### src/sv/osd_pkg.sv
`timescale 1ns / 1ps
// ----------------------------------------------------------------------------
// osd_pkg
// Shared types and defaults for the operand stack with depth access.
// ----------------------------------------------------------------------------
package osd_pkg;

	// default sizes
	localparam int DEPTH_DEF     = 64;
	localparam int WORD_BITS_DEF = 32;

	// command codes
	typedef enum logic [2:0] {
		CMD_PUSH     = 3'd0,
		CMD_POP      = 3'd1,
		CMD_PEEK     = 3'd2,
		CMD_POKE     = 3'd3,
		CMD_DUP      = 3'd4,
		CMD_DROP     = 3'd5,
		CMD_CLEAR    = 3'd6,
		CMD_SET_FILL = 3'd7
	} cmd_t;

	// error codes
	typedef enum logic [1:0] {
		ERR_OK        = 2'd0,
		ERR_OVERFLOW  = 2'd1,
		ERR_UNDERFLOW = 2'd2,
		ERR_RANGE     = 2'd3
	} err_t;

	// controller states
	typedef enum logic {
		ST_IDLE = 1'b0,
		ST_SCAN = 1'b1
	} state_t;

endpackage

### src/sv/osd_cell.sv
`timescale 1ns / 1ps
// ----------------------------------------------------------------------------
// osd_cell
// One stack slot: holds a word, takes broadcast writes to its own address and
// forms one stage of the read chain, which moves one cell per cycle.
// ----------------------------------------------------------------------------
module osd_cell #(
	parameter int WORD_BITS = 32,
	parameter int AW        = 6,
	parameter int INDEX     = 0
) (
	input  logic                 clk,
	input  logic                 arst_n,
	input  logic                 wr_en,
	input  logic [AW-1:0]        wr_addr,
	input  logic [WORD_BITS-1:0] wr_data,
	input  logic [AW-1:0]        rd_addr,
	input  logic                 in_vld,
	input  logic [WORD_BITS-1:0] in_data,
	output logic                 out_vld,
	output logic [WORD_BITS-1:0] out_data
);

	localparam logic [AW-1:0] MY_ADDR = AW'(INDEX);

	logic [WORD_BITS-1:0] word_q;
	logic                 vld_q;
	logic [WORD_BITS-1:0] data_q;

	// slot storage
	always_ff @(posedge clk) begin
		if (wr_en && (wr_addr == MY_ADDR)) begin
			word_q <= wr_data;
		end
	end

	// read chain stage: pick up own word when addressed, else pass along
	always_ff @(posedge clk or negedge arst_n) begin
		if (!arst_n) begin
			vld_q <= 1'b0;
		end else begin
			vld_q <= in_vld;
		end
	end

	always_ff @(posedge clk) begin
		data_q <= (rd_addr == MY_ADDR) ? word_q : in_data;
	end

	assign out_vld  = vld_q;
	assign out_data = data_q;

endmodule

### src/sv/osd_ctrl.sv
`timescale 1ns / 1ps
// ----------------------------------------------------------------------------
// osd_ctrl
// Command decode, fill counter, error checks, slot write port, read chain
// launch and the registered result.
// ----------------------------------------------------------------------------
module osd_ctrl
	import osd_pkg::*;
#(
	parameter int DEPTH     = DEPTH_DEF,
	parameter int WORD_BITS = WORD_BITS_DEF,
	parameter int AW        = $clog2(DEPTH),
	parameter int FW        = $clog2(DEPTH + 1)
) (
	input  logic                 clk,
	input  logic                 arst_n,
	input  logic                 start,
	input  logic [2:0]           cmd,
	input  logic [WORD_BITS-1:0] value,
	input  logic [AW-1:0]        depth_index,
	input  logic [FW-1:0]        count,
	output logic                 busy,
	output logic                 done,
	output logic [WORD_BITS-1:0] data,
	output logic [FW-1:0]        fill,
	output logic [1:0]           error,
	output logic                 wr_en,
	output logic [AW-1:0]        wr_addr,
	output logic [WORD_BITS-1:0] wr_data,
	output logic [AW-1:0]        rd_addr,
	output logic                 launch,
	input  logic                 chain_vld,
	input  logic [WORD_BITS-1:0] chain_data
);

	localparam logic [FW-1:0] FULL = FW'(DEPTH);
	localparam logic [FW-1:0] ONE  = FW'(1);

	state_t state_q, state_d;

	logic [FW-1:0]        fill_q;
	logic                 launch_q;
	logic                 dup_q;
	logic [AW-1:0]        dup_addr_q;
	logic [AW-1:0]        rd_addr_q;
	logic                 done_q;
	logic [WORD_BITS-1:0] res_data_q;
	logic [FW-1:0]        res_fill_q;
	err_t                 res_err_q;

	logic          accept;
	cmd_t          op;
	logic [FW-1:0] idx_ext;
	logic [FW-1:0] top_pos;
	logic [FW-1:0] idx_pos;
	logic [FW-1:0] nfill;
	err_t          nerr;
	logic          rd_go;
	logic          acc_wr;
	logic [AW-1:0] acc_wr_addr;
	logic [AW-1:0] acc_rd_addr;
	logic          dup_ok;
	logic          dup_wr;

	assign accept  = start && (state_q == ST_IDLE);
	assign op      = cmd_t'(cmd);
	assign idx_ext = FW'(depth_index);
	assign top_pos = fill_q - ONE;
	assign idx_pos = fill_q - ONE - idx_ext;

	// command decode and checks
	always_comb begin
		nfill       = fill_q;
		nerr        = ERR_OK;
		rd_go       = 1'b0;
		acc_wr      = 1'b0;
		acc_wr_addr = fill_q[AW-1:0];
		acc_rd_addr = top_pos[AW-1:0];
		dup_ok      = 1'b0;
		unique case (op)
			CMD_PUSH: begin
				if (fill_q >= FULL) begin
					nerr = ERR_OVERFLOW;
				end else begin
					acc_wr = 1'b1;
					nfill  = fill_q + ONE;
				end
			end
			CMD_POP: begin
				if (fill_q == '0) begin
					nerr = ERR_UNDERFLOW;
				end else begin
					rd_go = 1'b1;
					nfill = top_pos;
				end
			end
			CMD_PEEK: begin
				acc_rd_addr = idx_pos[AW-1:0];
				if (idx_ext >= fill_q) begin
					nerr = ERR_RANGE;
				end else begin
					rd_go = 1'b1;
				end
			end
			CMD_POKE: begin
				acc_wr_addr = idx_pos[AW-1:0];
				if (idx_ext >= fill_q) begin
					nerr = ERR_RANGE;
				end else begin
					acc_wr = 1'b1;
				end
			end
			CMD_DUP: begin
				if (fill_q == '0) begin
					nerr = ERR_UNDERFLOW;
				end else if (fill_q >= FULL) begin
					nerr = ERR_OVERFLOW;
				end else begin
					rd_go  = 1'b1;
					dup_ok = 1'b1;
					nfill  = fill_q + ONE;
				end
			end
			CMD_DROP: begin
				if (count > fill_q) begin
					nerr = ERR_UNDERFLOW;
				end else begin
					nfill = fill_q - count;
				end
			end
			CMD_CLEAR: begin
				nfill = '0;
			end
			CMD_SET_FILL: begin
				if (count > FULL) begin
					nerr = ERR_OVERFLOW;
				end else begin
					nfill = count;
				end
			end
			default: begin
				nerr = ERR_OK;
			end
		endcase
	end

	// next state
	always_comb begin
		state_d = state_q;
		unique case (state_q)
			ST_IDLE: begin
				if (accept && rd_go) begin
					state_d = ST_SCAN;
				end
			end
			ST_SCAN: begin
				if (chain_vld) begin
					state_d = ST_IDLE;
				end
			end
			default: begin
				state_d = ST_IDLE;
			end
		endcase
	end

	// state and control registers
	always_ff @(posedge clk or negedge arst_n) begin
		if (!arst_n) begin
			state_q  <= ST_IDLE;
			fill_q   <= '0;
			launch_q <= 1'b0;
			dup_q    <= 1'b0;
			done_q   <= 1'b0;
		end else begin
			state_q  <= state_d;
			launch_q <= accept && rd_go;
			done_q   <= (accept && !rd_go) || ((state_q == ST_SCAN) && chain_vld);
			if (accept) begin
				fill_q <= nfill;
				dup_q  <= dup_ok;
			end
		end
	end

	// result and pending read payload
	always_ff @(posedge clk) begin
		if (accept) begin
			rd_addr_q  <= acc_rd_addr;
			dup_addr_q <= fill_q[AW-1:0];
			res_fill_q <= nfill;
			res_err_q  <= nerr;
			res_data_q <= '0;
		end else if ((state_q == ST_SCAN) && chain_vld) begin
			res_data_q <= chain_data;
		end
	end

	// slot write port: direct writes at accept, duplicate write after the read
	assign dup_wr  = (state_q == ST_SCAN) && chain_vld && dup_q;
	assign wr_en   = (accept && acc_wr) || dup_wr;
	assign wr_addr = dup_wr ? dup_addr_q : acc_wr_addr;
	assign wr_data = dup_wr ? chain_data : value;

	assign rd_addr = rd_addr_q;
	assign launch  = launch_q;
	assign busy    = (state_q == ST_SCAN);
	assign done    = done_q;
	assign data    = res_data_q;
	assign fill    = res_fill_q;
	assign error   = res_err_q;

endmodule

### src/sv/operand_stack_with_depth_access.sv
`timescale 1ns / 1ps
// ----------------------------------------------------------------------------
// operand_stack_with_depth_access
// Word-wide LIFO operand stack with peek and poke at a depth below the top.
// ----------------------------------------------------------------------------
// A command is taken when start is high and busy is low. Each command gives
// exactly one result, shown for a single cycle with done high; the receiver
// must take it then. Push, poke, drop count, clear and set fill, and any
// command that fails its check, return their result in the cycle after the
// accept and the next command may follow at once. Pop, peek and duplicate
// read a slot through the row of DEPTH cells, one cell per cycle, so they
// hold busy high until the read has left the last cell, and done comes in
// the cycle in which busy falls again. A failing command returns its error
// code, zero data and the unchanged fill.
// ----------------------------------------------------------------------------
module operand_stack_with_depth_access
	import osd_pkg::*;
#(
	parameter int DEPTH     = DEPTH_DEF,
	parameter int WORD_BITS = WORD_BITS_DEF,
	parameter int AW        = $clog2(DEPTH),
	parameter int FW        = $clog2(DEPTH + 1)
) (
	input  logic                 clk,
	input  logic                 arst_n,
	input  logic                 start,
	output logic                 busy,
	input  logic [2:0]           cmd,
	input  logic [WORD_BITS-1:0] value,
	input  logic [AW-1:0]        depth_index,
	input  logic [FW-1:0]        count,
	output logic                 done,
	output logic [WORD_BITS-1:0] data,
	output logic [FW-1:0]        fill,
	output logic [1:0]           error
);

	logic                 wr_en;
	logic [AW-1:0]        wr_addr;
	logic [WORD_BITS-1:0] wr_data;
	logic [AW-1:0]        rd_addr;
	logic                 launch;
	logic                 chain_vld [DEPTH+1];
	logic [WORD_BITS-1:0] chain_data [DEPTH+1];

	// controller
	osd_ctrl #(
		.DEPTH     (DEPTH),
		.WORD_BITS (WORD_BITS),
		.AW        (AW),
		.FW        (FW)
	) u_ctrl (
		.clk         (clk),
		.arst_n      (arst_n),
		.start       (start),
		.cmd         (cmd),
		.value       (value),
		.depth_index (depth_index),
		.count       (count),
		.busy        (busy),
		.done        (done),
		.data        (data),
		.fill        (fill),
		.error       (error),
		.wr_en       (wr_en),
		.wr_addr     (wr_addr),
		.wr_data     (wr_data),
		.rd_addr     (rd_addr),
		.launch      (launch),
		.chain_vld   (chain_vld[DEPTH]),
		.chain_data  (chain_data[DEPTH])
	);

	// head of the read chain
	assign chain_vld[0]  = launch;
	assign chain_data[0] = '0;

	// row of slot cells
	for (genvar k = 0; k < DEPTH; k++) begin : g_cell
		osd_cell #(
			.WORD_BITS (WORD_BITS),
			.AW        (AW),
			.INDEX     (k)
		) u_cell (
			.clk      (clk),
			.arst_n   (arst_n),
			.wr_en    (wr_en),
			.wr_addr  (wr_addr),
			.wr_data  (wr_data),
			.rd_addr  (rd_addr),
			.in_vld   (chain_vld[k]),
			.in_data  (chain_data[k]),
			.out_vld  (chain_vld[k+1]),
			.out_data (chain_data[k+1])
		);
	end

`ifndef SYNTHESIS
	// a result never shows while a read is still in flight
	a_done_not_busy: assert property (@(posedge clk) disable iff (!arst_n)
		done |-> !busy)
		else $error("result strobe while busy");

	// an accepted item either answers next cycle or starts a read
	a_accept_progress: assert property (@(posedge clk) disable iff (!arst_n)
		(start && !busy) |=> (done || busy))
		else $error("accepted item neither answered nor reading");

	// fill never goes above the stack size
	a_fill_bound: assert property (@(posedge clk) disable iff (!arst_n)
		done |-> (fill <= FW'(DEPTH)))
		else $error("fill above depth");

	// a failed command returns zero data
	a_err_zero_data: assert property (@(posedge clk) disable iff (!arst_n)
		(done && (error != ERR_OK)) |-> (data == '0))
		else $error("nonzero data with error");
`endif

endmodule
### config.mk
export PLATFORM = sky130hd
export DESIGN_NAME = operand_stack_with_depth_access
export DESIGN_NICKNAME = d
export VERILOG_FILES = /design/src/sv/osd_pkg.sv /design/src/sv/osd_cell.sv /design/src/sv/osd_ctrl.sv /design/src/sv/operand_stack_with_depth_access.sv
export SDC_FILE = /design/constraint.sdc
export NUM_CORES = 2
export LEC_CHECK = 0
export ABC_AREA = 1
export BUFFER_PORTS_ARGS = -buffer_cell sky130_fd_sc_hd__buf_2
export CAP_MARGIN = 5
export CORE_UTILIZATION = 58
export CTS_BUF_LIST = sky130_fd_sc_hd__clkbuf_4 sky130_fd_sc_hd__clkbuf_8 sky130_fd_sc_hd__clkbuf_16
export CTS_CLUSTER_DIAMETER = 100
export DETAILED_ROUTE_END_ITERATION = 8
export HOLD_SLACK_MARGIN = 0.08
export PLACE_DENSITY = 0.74
export SLEW_MARGIN = 20
export SYNTH_ARGS = -nofsm -noshare
export SYNTH_HDL_FRONTEND = slang
export SYNTH_SLANG_ARGS = --single-unit
export TNS_END_PERCENT = 20
### constraint.sdc
create_clock -name clk -period 5.7 [get_ports clk]
set_input_delay 0.57 -clock clk [delete_from_list [all_inputs] [get_ports clk]]
set_output_delay 0.57 -clock clk [all_outputs]
set_load 0.03 [all_outputs]
* Yosys cells after proc, flatten, opt, wreduce, memory -nomap -nowiden
Index checks and enable logic that the tools add are counted.
Storage, ports and cells: register bits after elaboration 4224, input bits 51, output and inout port bits 43, logic and storage cells 512
Operators by class: add/sub/neg operators 4, $lt $le $gt $ge 4, equal/unequal tests 133, muxes and demuxes 90, bitwise logic cells 1, reductions and logical operators 78
Operators by type and width (number):
- $mux 32 | 64
- $eq 6x6->1 const B | 64
- $eq 6x5->1 const B | 32
- $eq 6x4->1 const B | 16
- $logic_and 1x1->1 | 70
- $eq 6x3->1 const B | 8
- $pmux 7 s6 | 1
- $mux 7 | 5
- $eq 6x2->1 const B | 4
- $mux 6 | 3
- $eq 3x3->1 const B | 4
- $eq 6x1->1 const B | 2
- $logic_not 6->1 | 2
- $pmux 2 s6 | 1
- $mux 1 | 9
- $mux 2 | 4
- $add 7x1->7 const B | 1
- $ge 6x7->1 | 1
- $ge 7x7->1 const B | 1
- $gt 7x7->1 | 1
- $gt 7x7->1 const B | 1
- $logic_not 7->1 | 1
- $sub 7x1->7 const B | 1
- $sub 7x7->7 | 1
- 10 further kinds | 13

* Longest topological paths before layout
word-level depth 7, mapped depth 19, mapped depth without buffers 17

* Hierarchy
A second synthesis with hierarchy kept.
Unflattened totals: cell total of the unflattened synthesis 12327, area total of the unflattened synthesis 144691.3 µm²
Modules (own cells, without submodules):
- osd_cell (g_cell[17].u_cell ...) | times used 8, cells each 185, area each 2215.9 µm², seq. area each 1626.6 µm²
- osd_cell (g_cell[21].u_cell ...) | times used 8, cells each 182, area each 2192.1 µm², seq. area each 1626.6 µm²
- osd_cell (g_cell[23].u_cell ...) | times used 8, cells each 184, area each 2170.8 µm², seq. area each 1626.6 µm²
- osd_cell (g_cell[10].u_cell ...) | times used 4, cells each 182, area each 2237.1 µm², seq. area each 1626.6 µm²
- osd_cell (g_cell[1].u_cell ...) | times used 4, cells each 183, area each 2228.4 µm², seq. area each 1626.6 µm²
- osd_cell (g_cell[19].u_cell ...) | times used 4, cells each 183, area each 2217.1 µm², seq. area each 1626.6 µm²
- osd_cell (g_cell[11].u_cell ...) | times used 4, cells each 184, area each 2195.9 µm², seq. area each 1626.6 µm²
- osd_cell (g_cell[49].u_cell ...) | times used 4, cells each 183, area each 2194.6 µm², seq. area each 1626.6 µm²
- osd_cell (g_cell[53].u_cell ...) | times used 4, cells each 179, area each 2142.1 µm², seq. area each 1626.6 µm²
- osd_cell (g_cell[16].u_cell ...) | times used 2, cells each 182, area each 2235.9 µm², seq. area each 1626.6 µm²
- osd_cell (g_cell[55].u_cell ...) | times used 2, cells each 184, area each 2215.9 µm², seq. area each 1626.6 µm²
- osd_cell (g_cell[51].u_cell ...) | times used 2, cells each 185, area each 2207.1 µm², seq. area each 1626.6 µm²
- osd_cell (g_cell[31].u_cell ...) | times used 2, cells each 179, area each 2190.9 µm², seq. area each 1626.6 µm²
- osd_cell (g_cell[12].u_cell ...) | times used 2, cells each 183, area each 2172.1 µm², seq. area each 1626.6 µm²
- 7 more rows

* Worst setup path before layout
No wires, ideal clock.
path type reg2reg, start register u_ctrl.fill_q[0], end register g_cell[0].u_cell.word_q[0] (enable), setup time 421 ps, arrival time 3756 ps, data required time 5279 ps, path slack 1523 ps, cell stages (with the launch flop) 18, buffers on the path 1, period minus slack after synthesis 4177 ps, cells stage by stage dfrtp_1 > inv_1 > ha_1 > nand2_1 > xor2_1 > ha_1 > nand2_1 > inv_1 > nand2_1 > nand2_1 > nor2_1 > nand3_1 > nand3_1 > nand2_2 > nand2_1 > nand2_2 > buf_6 > nor2_1
Between the ends: cells in the longest elaborated chain, start to end 6, elaborated cells between the ends (all ways) 13, classes of those cells 2 x add/sub; 2 x order compare; 5 x mux; 4 x reduce/logical
RTL lines:
- start: declaration | RTL line osd_ctrl.sv:41 | logic [FW-1:0] fill_q;
- start signal: assignment | RTL line osd_ctrl.sv:180 | fill_q <= nfill;
- $sub 7x1->7 (tied with other cells)
- $sub 6x6->6 (tied with other cells) | RTL line osd_ctrl.sv:69 | assign idx_pos = fill_q - ONE - idx_ext;
- $mux 6 / $pmux 1 s2 (equally long branches) | RTL line osd_ctrl.sv:80 | unique case (op)
- $mux 6 / $logic_and 1x1->1 (equally long branches) | RTL line osd_ctrl.sv:202, osd_ctrl.sv:201
- $logic_not 6->1 / $logic_or 1x1->1 (equally long branches) | RTL line osd_cell.sv:32, osd_ctrl.sv:201
- $logic_and 1x1->1 * | RTL line osd_cell.sv:32 | if (wr_en && (wr_addr == MY_ADDR)) begin
- end signal: assignment | RTL line osd_cell.sv:33 | word_q <= wr_data;
- end: declaration | RTL line osd_cell.sv:26 | logic [WORD_BITS-1:0] word_q;
Every way passes the cells marked *; elsewhere a longest branch is shown, timed or not. A chain may end at the register's enable or synchronous reset.

* Worst setup path after layout
start register u_ctrl.state_q, in the netlist u_ctrl.busy, end register g_cell[47].u_cell.word_q[4] (enable)
Between the ends: cells in the longest elaborated chain, start to end 5, elaborated cells between the ends (all ways) 9, classes of those cells 1 x eq/ne; 1 x mux; 1 x bitwise; 6 x reduce/logical
RTL lines:
- start: declaration | RTL line osd_ctrl.sv:39 | state_t state_q, state_d;
- start signal: assignment | RTL line osd_ctrl.sv:176 | state_q <= state_d;
- $logic_and 1x1->1 / $not 1->1 (equally long branches) | RTL line osd_ctrl.sv:200, osd_ctrl.sv:65
- $logic_and 1x1->1 (on tied branches) | RTL line osd_ctrl.sv:200, osd_ctrl.sv:65
- $mux 6 / $logic_and 1x1->1 (equally long branches) | RTL line osd_ctrl.sv:202, osd_ctrl.sv:201
- $eq 6x6->1 / $logic_or 1x1->1 (equally long branches) | RTL line osd_cell.sv:32, osd_ctrl.sv:201
- $logic_and 1x1->1 * | RTL line osd_cell.sv:32
- end signal: assignment | RTL line osd_cell.sv:33
- end: declaration | RTL line osd_cell.sv:26
Marks and branches as above.

==> flow_metrics.py <==
metrics = {
    "run_status": {
        "status": "complete, no violations",
    },
    "clocking": {
        "clock_sinks": 4224,
        "cts.htree.levels": 5,
        "root_buffer": "clkbuf_16",
        "path_clk_slew_ns": 0.06,
        "clkLatencyLatePin_ns": 0.97,
        "cts_tree": "built",
        "cts_buffers": 399,
        "cts_buffer_depth": 4,
    },
    "synth": {
        "synth.distinct_cells": 37,
        "synth_edf_count": 2069,
        "syn_inst": 7275,
        "syn_area_per_cell_sq_um": 18.3,
        "netlist_area_sq_um": 133000,
        "yosys_warnings": 0,
        "synthFlopType": "dfxtp_1",
        "ys_seq_area_frac": 0.794,
        "ys_ff_latch": 4224,
        "async_flop_share": 0.0178,
        "synth_fp_nets": 7348,
    },
    "cells_and_area": {
        "final_common_cell": "dfxtp_1",
        "area_growth_syn_to_layout_pct": 14.0,
        "mostFrequentLayoutCells": "2,080 x dfxtp_1, 2,069 x edfxtp_1, 2,016 x mux2_2",
        "drive_above_1_share": 0.387,
        "stdcell_count": 11100,
        "utilization": 0.666,
        "final_net_count": 7805,
        "n_fill_cell": 14500,
    },
    "pwr": {
        "p_per_area_nw_per_um2": 389,
        "vdd_drop_max_uv": 325,
        "p_total_uw": 59000,
        "leakage_uw": 0.0579,
    },
    "timing": {
        "whs_ns": 0.156,
        "finalClockSkew_ns": 0.0795,
        "slew_headroom": 0.217,
        "setup_viol": 0,
        "period_minus_slack_ns": 4.70,
        "rsz0062_at_grt": "no",
        "fmax_mhz": 213,
        "fin_crit_sh": 0.825,
        "drv_slew": 0,
        "tightestPinTransition_ns": 1.18,
        "hold_viol_final": 0,
        "fin_setup_tns_ns": 0,
    },
    "worst_setup_path": {
        "crit_buf_inv": 4,
        "critPathRequiredTime_ns": 6.31,
        "reg2reg_to": "g_cell[47].u_cell.word_q[4]",
        "slowest_delay_ns": 0.60,
        "critPathLaunchType": "flop",
        "crit_path_cell_trace": "nand2_2, buf_4, inv_2, nand2_2, inv_2, a21oi_1, nand2_1, o21ai_0, nor2_1, nand3_1, nor2_2, buf_4",
        "end_kind": "flop",
        "cp_slowest_cell": "inv_2",
        "worstSetupPathType": "flop to flop",
        "rr_worst_depth": 12,
        "cp_max_fo": 35,
        "critical-path-top-delay-family": "simple AND/OR/NAND/NOR gates",
        "r2r-start": "u_ctrl.busy",
        "r2r_setup_slack_ns": 1.0,
        "cp_data_arrival_time_ns": 5.32,
    },
    "route": {
        "dr.pass1.iters": 5,
        "routed_wirelength_microns": 265000,
        "routedWlPerCell_microns": 23.9,
        "drtAntennaViolNets": 0,
        "routed_via_density": 5.40,
        "drt_iter0_drc": 4609,
        "routed-via-count": 59800,
        "drcViolationCount": 0,
    },
    "placed_design": {
        "hpwl_microns": 150000,
        "portBuffers": 93,
        "place.gp.congestion": 0.842,
        "placed_cells_incl_taps": 10300,
    },
    "global_route": {
        "grt_pass1_vias": 63200,
        "grt_overflow": 0,
        "antenna_found_initial": 16,
        "grt_max_degree": 76,
        "grt_pass1_wl_microns": 396000,
        "gr-usage-all-layers": 0.230,
    },
    "die": {
        "coreArea_sq_um": 228000,
        "die_w_microns": 481,
        "start_util": 0.584,
        "ioPinCount": 94,
        "die_area_sq_um": 231000,
        "num_rows": 175,
        "die_h_microns": 481,
    },
    "worst_hold_path": {
        "min_path_cells": 5,
        "holdCritPathClass": "input pin to flop",
        "worstHoldStart": "cmd[2]",
        "whs_endpoint": "u_ctrl.dup_q",
    },
    "job": {
        "drv_cap": 0,
    },
}
[stage by stage]
step | setup slack [ns] | cell area [sq um]
final | 0.997 | 152000
after global routing | 0.841 | 152000
after CTS | 1.09 | 152000
after detailed placement | 1.12 | 138000
after global placement | 1.08 | 138000
after floorplan | 1.52 | 133000
[cells in the mapped netlist, drive strengths merged, types with 3 or more instances]
cell type	instances	area, sq um
dfxtp	2080	41600
edfxtp	2069	62100
mux2	2016	22700
nand2	357	1360
buf	190	947
nor2	154	588
inv	104	390
dfrtp	75	1880
nand3	73	380
a21oi	44	220
clkbuf	34	128
ha	20	250
o21ai	17	85.1
xor2	11	96.3
nand4	8	50.1
nor3	5	25.0
a31oi	3	40.0
or2	3	18.8
[repair_timing]
item	CTS	global route
gates resized for setup	0	0
buffers inserted	0	0
hold endpoints to repair	84	0
hold buffers	3	0
[worst reg2reg max path, stage by stage (launching register included)]
cell and delay [ns]:
dfrtp_1 0.43, nand2_2 0.07, buf_4 0.24, inv_2 0.43, nand2_2 0.34, inv_2 0.60
a21oi_1 0.14, nand2_1 0.10, o21ai_0 0.21, nor2_1 0.34, nand3_1 0.57, nor2_2 0.41
buf_4 0.43
[how the worst max path moves through the flow]
stage	start	to	slack, ns	depth (start not counted)
after global routing	u_ctrl.fill_q[0]	g_cell[19].u_cell.word_q[4]	0.84	15
final	u_ctrl.busy	g_cell[47].u_cell.word_q[4]	1.0	12
after detailed placement	u_ctrl.fill_q[0]	g_cell[47].u_cell.word_q[13]	1.12	12
after floorplan	u_ctrl.fill_q[0]	g_cell[0].u_cell.word_q[0]	1.52	17
after global placement	u_ctrl.fill_q[0]	g_cell[50].u_cell.word_q[11]	1.08	18
after CTS	u_ctrl.fill_q[0]	g_cell[47].u_cell.word_q[4]	1.09	12
[layer usage]
layer | share of wire | GRT usage | vias to the layer above
li1 | - | - | 27300
met2 | 0.51 | 0.397 | 1443
met3 | 0.047 | 0.0337 | 543
met5 | 0.00012 | 0 | -
met4 | 0.032 | 0.0823 | 4
met1 | 0.41 | 0.296 | 30600
[where the power goes]
group          total (uW)  switching (uW)  internal [uW]
registers           31800            15.0          31800
logic                 691             585            106
clock network       26400           10800          15700
[cell type report]
class | instances | area (sq um) | area share
multi-input combinational | 2723 | 26500 | 0.175
antenna | 8 | 20.0 | 0.000132
clock buffer | 561 | 11800 | 0.0775
sequential | 4224 | 106000 | 0.697
tap | 3009 | 3760 | 0.0248
timing repair buffer | 280 | 1910 | 0.0126
clock inverter | 166 | 1630 | 0.0107
inverter | 104 | 390 | 0.00257
[logic make-up after synthesis]
group	count (synthesis)	synth area share
flops	4224	0.794
mux	2016	0.171
simple gates	603	0.0183
buf+inv	328	0.0110
compound gates	70	0.00293
fa+ha+maj	22	0.00218
xor+xnor	12	0.000790
[state kept, by name, summed over array words and instances, names as in the netlist]
register,flops
u_ctrl.launch,1
u_ctrl.dup_q,1
g_cell.u_cell.out_vld,64
u_ctrl.done,1
u_ctrl.rd_addr,6
u_ctrl.fill,7
u_ctrl.dup_addr_q,6
g_cell.u_cell.out_data,2048
u_ctrl.error,2
g_cell.u_cell.word_q,2048
u_ctrl.data,32
u_ctrl.busy,1
u_ctrl.fill_q,7
Note: power is estimated with default switching activity, not from simulation.
